### config.mk
export PLATFORM = sky130hd
export DESIGN_NAME = integer_alu_with_prime_test_top
export DESIGN_NICKNAME = d
export VERILOG_FILES = /design/src/ialu_pkg.sv /design/src/integer_alu_with_prime_test_top.sv /design/src/ialu_ctrl.sv /design/src/ialu_dp.sv
export SDC_FILE = /design/constraint.sdc
export NUM_CORES = 2
export LEC_CHECK = 0
export ABC_CLOCK_PERIOD_IN_PS = 17710
export BUFFER_PORTS_ARGS = -buffer_cell sky130_fd_sc_hd__buf_2
export CAP_MARGIN = 0
export CORE_MARGIN = 2
export CORE_UTILIZATION = 53
export DETAILED_ROUTE_END_ITERATION = 12
export GPL_TIMING_DRIVEN = 1
export HOLD_SLACK_MARGIN = 0.12
export PLACE_DENSITY = 0.7
export SLEW_MARGIN = 15
export SYNTH_ARGS = -nofsm -noshare
export SYNTH_HDL_FRONTEND = slang
export SYNTH_SLANG_ARGS = --single-unit
export TNS_END_PERCENT = 10
### constraint.sdc
create_clock -name clk -period 17.71 [get_ports clk]
set_input_delay 1.771 -clock clk [delete_from_list [all_inputs] [get_ports clk]]
set_output_delay 1.771 -clock clk [all_outputs]
set_load 0.005 [all_outputs]
### src/ialu_pkg.sv
// Shared types and constants for the integer ALU with primality test.
// Used by ialu_ctrl, ialu_dp and integer_alu_with_prime_test_top; no dependencies.
package ialu_pkg;

    // Field widths.
    localparam int DATA_W  = 32;
    localparam int ACT_W   = 3;
    localparam int ERR_W   = 2;

    // The divider resolves one quotient bit per cycle.
    localparam int DIV_STEPS = DATA_W;
    localparam int CNT_W     = $clog2(DIV_STEPS);

    // Trial divisor and its running square.
    localparam int TRIAL_W = 16;
    localparam int SQ_W    = DATA_W + 1;

    // Action codes.
    typedef enum logic [ACT_W-1:0] {
        ACT_ADD   = 3'd0,
        ACT_SUB   = 3'd1,
        ACT_MUL   = 3'd2,
        ACT_DIV   = 3'd3,
        ACT_PRIME = 3'd4
    } act_t;

    // Error codes.
    localparam logic [ERR_W-1:0] ERR_OK      = 2'd0;
    localparam logic [ERR_W-1:0] ERR_ACTION  = 2'd1;
    localparam logic [ERR_W-1:0] ERR_DIVZERO = 2'd2;

    // Source of the result register.
    typedef enum logic [2:0] {
        RES_NONE = 3'd0,
        RES_ALU  = 3'd1,
        RES_QUO  = 3'd2,
        RES_ONE  = 3'd3,
        RES_ZERO = 3'd4
    } res_sel_t;

    // Commands from the controller to the datapath.
    typedef struct packed {
        logic     load;
        logic     div_start;
        logic     div_prime;
        logic     div_step;
        logic     p_init;
        logic     p_next;
        logic     out_load;
        res_sel_t res_sel;
        act_t     op;
    } cmd_t;

    // Status from the datapath to the controller.
    typedef struct packed {
        logic b_zero;
        logic a_small;
        logic sq_gt_n;
        logic rem_zero;
        logic cnt_last;
    } sts_t;

endpackage

### src/integer_alu_with_prime_test_top.sv
// Top level of the integer ALU with trial-division primality test.
// Depends on ialu_pkg, ialu_ctrl and ialu_dp.
//
//  Channel  Handshake             Beat contents
//  -------  --------------------  -------------------------------------
//  in       in_valid / in_ready   action, operand_a, operand_b
//  out      out_valid / out_ready value, error
//
// One item is in work at a time. Add, subtract, multiply, invalid actions and a
// zero divisor go from the input beat through the operand and result registers to the
// output register; divide first runs the divider that resolves one quotient bit per cycle.
// The prime test runs one division per trial divisor and ends when a divisor leaves
// no remainder or the square of the divisor exceeds A; values up to 2 skip the search.
// rst_n clears the controller and the output valid at once; no clearing pass.
// A stalled output beat stalls the block only when the next result is ready.
module integer_alu_with_prime_test_top (
    input  logic                               clk,
    input  logic                               rst_n,
    input  logic                               in_valid,
    output logic                               in_ready,
    input  logic [ialu_pkg::ACT_W-1:0]         action,
    input  logic signed [ialu_pkg::DATA_W-1:0] operand_a,
    input  logic signed [ialu_pkg::DATA_W-1:0] operand_b,
    output logic                               out_valid,
    input  logic                               out_ready,
    output logic signed [ialu_pkg::DATA_W-1:0] value,
    output logic [ialu_pkg::ERR_W-1:0]         error
);
    import ialu_pkg::*;

    cmd_t cmd;
    sts_t sts;

    // Controller.
    ialu_ctrl u_ctrl (
        .clk       (clk),
        .rst_n     (rst_n),
        .in_valid  (in_valid),
        .in_ready  (in_ready),
        .action    (action),
        .out_valid (out_valid),
        .out_ready (out_ready),
        .cmd       (cmd),
        .sts       (sts)
    );

    // Datapath.
    ialu_dp u_dp (
        .clk       (clk),
        .operand_a (operand_a),
        .operand_b (operand_b),
        .cmd       (cmd),
        .sts       (sts),
        .value     (value),
        .error     (error)
    );

    // Only one item is in work: an accepted beat closes the input for the next cycle.
    a_one_item: assert property (@(posedge clk) disable iff (!rst_n)
        in_valid && in_ready |=> !in_ready)
        else $error("input accepted while an item was in work");

    // A result beat with an error carries a zero value.
    a_err_zero: assert property (@(posedge clk) disable iff (!rst_n)
        out_valid && (error == ERR_ACTION || error == ERR_DIVZERO) |-> value == '0)
        else $error("error result with non-zero value");

    // The output register is only reloaded when empty or being drained.
    a_no_overwrite: assert property (@(posedge clk) disable iff (!rst_n)
        cmd.out_load |-> !out_valid || out_ready)
        else $error("output overwritten while stalled");

    // The divider is only started with a non-zero divisor.
    a_div_nonzero: assert property (@(posedge clk) disable iff (!rst_n)
        cmd.div_start && !cmd.div_prime |-> !sts.b_zero)
        else $error("divider started with zero divisor");

endmodule

### src/ialu_ctrl.sv
// Controller state machine for the integer ALU with primality test.
// Depends on ialu_pkg; drives ialu_dp through cmd_t and reads sts_t.
module ialu_ctrl (
    input  logic                          clk,
    input  logic                          rst_n,
    input  logic                          in_valid,
    output logic                          in_ready,
    input  logic [ialu_pkg::ACT_W-1:0]    action,
    output logic                          out_valid,
    input  logic                          out_ready,
    output ialu_pkg::cmd_t                cmd,
    input  ialu_pkg::sts_t                sts
);
    import ialu_pkg::*;

    typedef enum logic [5:0] {
        S_IDLE = 6'b000001,
        S_ALU  = 6'b000010,
        S_PCHK = 6'b000100,
        S_DIV  = 6'b001000,
        S_DFIN = 6'b010000,
        S_DONE = 6'b100000
    } state_t;

    state_t state_reg, state_next;
    act_t   act_reg, act_next;
    logic   out_valid_reg, out_valid_next;

    assign in_ready  = (state_reg == S_IDLE);
    assign out_valid = out_valid_reg;

    // Next state and command decode.
    always_comb
    begin
        state_next     = state_reg;
        act_next       = act_reg;
        out_valid_next = out_valid_reg && !out_ready;
        cmd            = '0;
        cmd.res_sel    = RES_NONE;
        cmd.op         = act_reg;

        unique case (state_reg)
            S_IDLE:
            begin
                if (in_valid)
                begin
                    cmd.load   = 1'b1;
                    act_next   = act_t'(action);
                    state_next = S_ALU;
                end
            end
            S_ALU:
            begin
                priority if (act_reg == ACT_DIV && !sts.b_zero)
                begin
                    cmd.div_start = 1'b1;
                    state_next    = S_DIV;
                end
                else if (act_reg == ACT_PRIME && sts.a_small)
                begin
                    cmd.res_sel = RES_ONE;
                    state_next  = S_DONE;
                end
                else if (act_reg == ACT_PRIME)
                begin
                    cmd.p_init = 1'b1;
                    state_next = S_PCHK;
                end
                else
                begin
                    cmd.res_sel = RES_ALU;
                    state_next  = S_DONE;
                end
            end
            S_PCHK:
            begin
                // Stop once the trial divisor squared exceeds the candidate.
                if (sts.sq_gt_n)
                begin
                    cmd.res_sel = RES_ONE;
                    state_next  = S_DONE;
                end
                else
                begin
                    cmd.div_start = 1'b1;
                    cmd.div_prime = 1'b1;
                    state_next    = S_DIV;
                end
            end
            S_DIV:
            begin
                cmd.div_step = 1'b1;
                if (sts.cnt_last)
                begin
                    state_next = S_DFIN;
                end
            end
            S_DFIN:
            begin
                priority if (act_reg == ACT_PRIME && sts.rem_zero)
                begin
                    cmd.res_sel = RES_ZERO;
                    state_next  = S_DONE;
                end
                else if (act_reg == ACT_PRIME)
                begin
                    cmd.p_next = 1'b1;
                    state_next = S_PCHK;
                end
                else
                begin
                    cmd.res_sel = RES_QUO;
                    state_next  = S_DONE;
                end
            end
            S_DONE:
            begin
                // Move the result into the output register once it is free.
                if (!out_valid_reg || out_ready)
                begin
                    cmd.out_load   = 1'b1;
                    out_valid_next = 1'b1;
                    state_next     = S_IDLE;
                end
            end
            default:
            begin
                state_next = S_IDLE;
            end
        endcase
    end

    // Control registers.
    always_ff @(posedge clk or negedge rst_n)
    begin
        if (!rst_n)
        begin
            state_reg     <= S_IDLE;
            act_reg       <= ACT_ADD;
            out_valid_reg <= 1'b0;
        end
        else
        begin
            state_reg     <= state_next;
            act_reg       <= act_next;
            out_valid_reg <= out_valid_next;
        end
    end

endmodule

### src/ialu_dp.sv
// Datapath for the integer ALU: operand, result and output registers, a
// bit-serial restoring divider and the trial-division counters. Depends on ialu_pkg.
module ialu_dp (
    input  logic                              clk,
    input  logic signed [ialu_pkg::DATA_W-1:0] operand_a,
    input  logic signed [ialu_pkg::DATA_W-1:0] operand_b,
    input  ialu_pkg::cmd_t                    cmd,
    output ialu_pkg::sts_t                    sts,
    output logic signed [ialu_pkg::DATA_W-1:0] value,
    output logic [ialu_pkg::ERR_W-1:0]        error
);
    import ialu_pkg::*;

    // Magnitude of a two's complement word, as an unsigned pattern.
    function automatic logic [DATA_W-1:0] mag(input logic [DATA_W-1:0] x);
        mag = x[DATA_W-1] ? (~x + 1'b1) : x;
    endfunction

    logic [DATA_W-1:0]  a_reg, b_reg;
    logic [DATA_W-1:0]  res_reg, res_next;
    logic [ERR_W-1:0]   err_reg, err_next;
    logic [DATA_W-1:0]  rem_reg, rem_next;
    logic [DATA_W-1:0]  quo_reg, quo_next;
    logic [DATA_W-1:0]  dsr_reg, dsr_next;
    logic [CNT_W-1:0]   cnt_reg, cnt_next;
    logic [TRIAL_W-1:0] i_reg, i_next;
    logic [SQ_W-1:0]    sq_reg, sq_next;
    logic [DATA_W-1:0]  value_reg;
    logic [ERR_W-1:0]   error_reg;

    logic [DATA_W-1:0]  alu_val;
    logic [ERR_W-1:0]   alu_err;
    logic [DATA_W:0]    trial;
    logic [DATA_W-1:0]  quo_signed;

    // Combinational results of the operations that need no divider, with their error codes.
    always_comb
    begin
        alu_val = '0;
        alu_err = ERR_OK;
        unique case (cmd.op)
            ACT_ADD:   alu_val = a_reg + b_reg;
            ACT_SUB:   alu_val = a_reg - b_reg;
            ACT_MUL:   alu_val = a_reg * b_reg;
            ACT_DIV:   alu_err = ERR_DIVZERO;
            ACT_PRIME: alu_val = '0;
            default:   alu_err = ERR_ACTION;
        endcase
    end

    // One restoring division step: shift in the next dividend bit and try a subtract.
    assign trial      = {rem_reg, quo_reg[DATA_W-1]} - {1'b0, dsr_reg};
    assign quo_signed = (a_reg[DATA_W-1] ^ b_reg[DATA_W-1]) ? (~quo_reg + 1'b1) : quo_reg;

    always_comb
    begin
        rem_next = rem_reg;
        quo_next = quo_reg;
        dsr_next = dsr_reg;
        cnt_next = cnt_reg;
        if (cmd.div_start)
        begin
            rem_next = '0;
            cnt_next = '0;
            quo_next = cmd.div_prime ? a_reg : mag(a_reg);
            dsr_next = cmd.div_prime ? DATA_W'(i_reg) : mag(b_reg);
        end
        else if (cmd.div_step)
        begin
            cnt_next = cnt_reg + 1'b1;
            if (!trial[DATA_W])
            begin
                rem_next = trial[DATA_W-1:0];
                quo_next = {quo_reg[DATA_W-2:0], 1'b1};
            end
            else
            begin
                rem_next = {rem_reg[DATA_W-2:0], quo_reg[DATA_W-1]};
                quo_next = {quo_reg[DATA_W-2:0], 1'b0};
            end
        end
    end

    // Trial divisor and its square, advanced by (i+1)^2 = i^2 + 2i + 1.
    always_comb
    begin
        i_next  = i_reg;
        sq_next = sq_reg;
        if (cmd.p_init)
        begin
            i_next  = TRIAL_W'(2);
            sq_next = SQ_W'(4);
        end
        else if (cmd.p_next)
        begin
            i_next  = i_reg + 1'b1;
            sq_next = sq_reg + SQ_W'({i_reg, 1'b1});
        end
    end

    // Result register source.
    always_comb
    begin
        res_next = res_reg;
        err_next = err_reg;
        unique case (cmd.res_sel)
            RES_NONE: ;
            RES_ALU:
            begin
                res_next = alu_val;
                err_next = alu_err;
            end
            RES_QUO:
            begin
                res_next = quo_signed;
                err_next = ERR_OK;
            end
            RES_ONE:
            begin
                res_next = DATA_W'(1);
                err_next = ERR_OK;
            end
            RES_ZERO:
            begin
                res_next = '0;
                err_next = ERR_OK;
            end
            default: ;
        endcase
    end

    // Payload registers.
    always_ff @(posedge clk)
    begin
        if (cmd.load)
        begin
            a_reg <= operand_a;
            b_reg <= operand_b;
        end
        res_reg <= res_next;
        err_reg <= err_next;
        rem_reg <= rem_next;
        quo_reg <= quo_next;
        dsr_reg <= dsr_next;
        cnt_reg <= cnt_next;
        i_reg   <= i_next;
        sq_reg  <= sq_next;
        if (cmd.out_load)
        begin
            value_reg <= res_reg;
            error_reg <= err_reg;
        end
    end

    // Status back to the controller.
    assign sts.b_zero   = (b_reg == '0);
    assign sts.a_small  = a_reg[DATA_W-1] || (a_reg[DATA_W-2:0] <= (DATA_W-1)'(2));
    assign sts.sq_gt_n  = (sq_reg > {1'b0, a_reg});
    assign sts.rem_zero = (rem_reg == '0);
    assign sts.cnt_last = (cnt_reg == CNT_W'(DIV_STEPS - 1));

    assign value = value_reg;
    assign error = error_reg;

endmodule
==> implementation parameters <==
Parameter                              Value

Clock tree
  Cell at the root of the clock tree ... clkbuf_16
  Cts bufs inserted ... 35
  Worst skew pair latency ... between 0.5 and 0.6 ns
  Count of hold buffers inserted by post-cts repair ... 0
  Clk slew on worst S/H paths ... 0.06 ns
  Clock tree from TritonCTS ... yes
  Clk buf depth ... 3
  Sink Count ... 292
  Postcts setup bufs ... 0
  Number of levels in the clock H-tree ... 2
  Post-CTS Resized ... 0

Global routing
  Wire length of the first global-routing pass ... 158,800 µm
  Number of global-route vias before repair ... 26,960
  Maximum number of pins on one net before global-route repair ... 87
  Remaining global-route overflow ... 0
  Most Used Layer, Global Route ... met2
  Met2 Track Usage GR ... 0.4871
  Initial antenna violation count ... 6
  Combined global-route utilization of all metal layers ... 0.3123
  GR Util met1 ... 0.4267
  Met3 Usage GRT ... 0.06439

Logic synthesis
  Netlist Area Pre-Place ... 0.03419 mm²
  Prevailing post-synth register cell ... edfxtp_1
  Post-synthesis sequential area ratio ... 0.2298
  Ys async rst share ... 0.03425
  FF+latch count, synth ... 292
  Distinct cell type count after synthesis ... 90
  Yosys warning count ... 0
  Largest area contributor in the synthesized netlist ... fa_1
  Dominant cells by area after synthesis ... fa_1 (24%), edfxtp_1 (17%), ha_1 (8.9%)
  Synth top area share ... 0.2406
  Post-synthesis average cell area ... 9.216 µm²
  Number of instances in the synthesized netlist ... 3,710
  Mapped Nets ... 4,434
  Post-synth EDFFs ... 196

Outcome
  Run status ... complete, no violations

Timing
  Setup repair after global routing missed its margin ... false
  Setup violators final ... 0
  Pin slew with the least headroom to its limit ... about 1.2 ns
  Final number of max-transition violations ... 0
  Rel. slew slack ... 0.1763
  Number of failing hold endpoints at the final stage ... 0
  Fmax ... 128.1 MHz
  Time the final worst path needs with I/O delays and setup ... 7.807 ns
  Period utilization ... 0.4408
  Aggregate negative setup slack ... 0 ns
  Final worst clock skew ... 0.02124 ns

Layout
  Area growth from synthesis to final layout ... 7.498%
  Nets@finish ... 4,455
  Share of final-layout standard cells stronger than drive strength 1 ... 0.07238
  Max FFs per register ... 33
  Final standard cell area without fillers ... about 0.037 mm²

Floorplanning
  Area of the core ... 0.06412 mm²
  Starting density of the core ... 0.5333
  Die Y ... 258.0 µm
  Die span in x ... approximately 260 µm
  Die outline area ... 0.06656 mm²
  Number of I/O pins ... about 110
  Number of standard-cell rows in the floorplan ... a little over 90

Detailed routing
  First-pass DRT Iterations ... 6
  Number of DRC violations after detailed routing ... 0
  WL per Instance ... 22.23 µm
  Routed Antenna Nets ... 0
  Detailed-route via count ... 26,970
  Sum of routed wire length over all layers ... 102,600 µm
  Via-to-Cell Ratio ... 5.846
  First DRT Iteration DRCs ... 2,525

Setup path
  Arrival time worst endpoint ... 8.08 ns
  Max Fanout on Critical Path ... 18
  Sort of element at the end of the critical path ... flop
  Setup Crit Path Kind ... flop to flop
  Startpoint type of the worst setup path ... flop
  CP Data Required Time ... 17.99 ns

Place
  Post-placement cell area ... 0.03555 mm²
  Placed wire-length estimate after detailed placement ... 76,040 µm
  Port buffer count ... 106
  Final RePlAce weighted congestion ... 1.016

Worst hold path
  HP Class ... flop to flop

Run
  MaxCap Viol Count ... 0
-- final cells by class --
class | instances | area [µm²]
Inverter | 534 | 2004
Antenna cell | 1 | 2.502
Tap cell | 855 | 1070
Multi-Input combinational cell | 2701 | 23630
Sequential cell | 292 | 7859
Clock buffer | 42 | 933.4
Fill cell | 5653 | 27360
Clock inverter | 22 | 271.5
Timing Repair Buffer | 167 | 988.4
-- cells by family after synthesis --
group / count (synthesis) / synth area share
compound gates: 545 / 0.1018
xor+xnor: 295 / 0.07612
fa+ha+maj: 653 / 0.3292
buf+inv: 717 / 0.07988
flops: 292 / 0.2298
mux: 38 / 0.01153
simple gates: 1170 / 0.1716
-- routing by layer --
layer	wire (µm)	part of all wire	vias to the layer above
li1	-	-	12100
met1	42830	0.42	13250
met2	45330	0.44	1306
met3	9542	0.093	310
met4	4800	0.047	8
met5	46	0.00045	-
-- per-stage QoR --
stage / setup slack (ns) / hold slack, ns / cells / util
floorplan: 10.37 / 0.4003 / 3710 / -
global placement: 10.06 / 0.4013 / 4549 / 0.5544
detailed placement: 9.942 / 0.4045 / 4549 / 0.5544
CTS: 9.934 / 0.4182 / 4613 / 0.5732
global route: 9.547 / 0.4243 / 4613 / 0.5732
finish: 9.903 / 0.4166 / 4614 / 0.5733
-- synth_stat cells (10+ instances only) --
cell,instances
o31ai_1,22
xor2_1,139
mux2i_1,33
a21o_1,46
nor4_1,19
xnor2_1,155
a22oi_1,20
nand2_1,422
o21a_1,25
nand3_1,62
nor2_1,168
o21ai_1,28
edfxtp_1,196
clkbuf_1,154
nand4_1,28
and3_1,17
nor2b_1,16
fa_1,411
buf_2,14
a21oi_1,121
nand2b_1,17
inv_1,533
a211oi_1,10
ha_1,242
dfxtp_1,86
or3_1,26
nor3_1,30
o21ai_0,133
a31oi_1,12
buf_1,12
o22ai_1,31
and2_1,304
nand3b_1,11
-- critical path, cell delays in order, from the launching register on --
cell and delay [ns]:
edfxtp_1 0.64, buf_4 0.33, and2_1 0.20, fa_1 0.50
inv_1 0.05, fa_1 0.53, fa_1 0.55, fa_1 0.50
inv_1 0.05, fa_1 0.52, fa_1 0.44, fa_1 0.55
inv_1 0.06, fa_1 0.53, inv_1 0.05, ha_1 0.34
nand3_1 0.11, or3b_2 0.47, a31oi_1 0.18, a211o_1 0.24
nand3_1 0.13, a31oi_1 0.19, xnor2_1 0.11, a22oi_1 0.16
o31ai_1 0.10
-- worst paths after layout --
check	start	end	slack, ns	cells after the start
max in group asynchronous	rst_n	u_ctrl.state_reg[0]$_DFFE_PN1P_	16.34	1
max	u_dp.b_reg[3]$_DFFE_PP_	u_dp.res_reg[31]$_DFFE_PP_	9.90	24
max reg2reg	u_dp.b_reg[3]$_DFFE_PP_	u_dp.res_reg[31]$_DFFE_PP_	9.90	24
min reg2reg	u_dp.res_reg[10]$_DFFE_PP_	u_dp.value[10]$_DFFE_PP_	0.42	0
min in group asynchronous	rst_n	u_ctrl.act_reg[0]$_DFFE_PN0P_	1.08	1
min	u_dp.res_reg[10]$_DFFE_PP_	u_dp.value[10]$_DFFE_PP_	0.42	0
-- cell usage in the layout, fill, tap and decap left out, drive strengths merged, types with 23 or more instances in the layout --
| cell type | count |
|---|---|
| inv | 537 |
| nand2 | 422 |
| fa | 411 |
| and2 | 304 |
| ha | 242 |
| edfxtp | 196 |
| nor2 | 170 |
| buf | 167 |
| o21ai | 163 |
| xnor2 | 155 |
| xor2 | 140 |
| a21oi | 124 |
| dfxtp | 86 |
| nand3 | 63 |
| a21o | 47 |
| clkbuf | 42 |
| mux2i | 33 |
| nor3 | 32 |
| o22ai | 31 |
| nand4 | 28 |
| or3 | 26 |
| o21a | 25 |
| o31ai | 23 |
| nor4 | 23 |
Power is left out: the tool's default activity adds up to more than one toggle a clock period on the data nets, which glitch-free logic cannot reach.
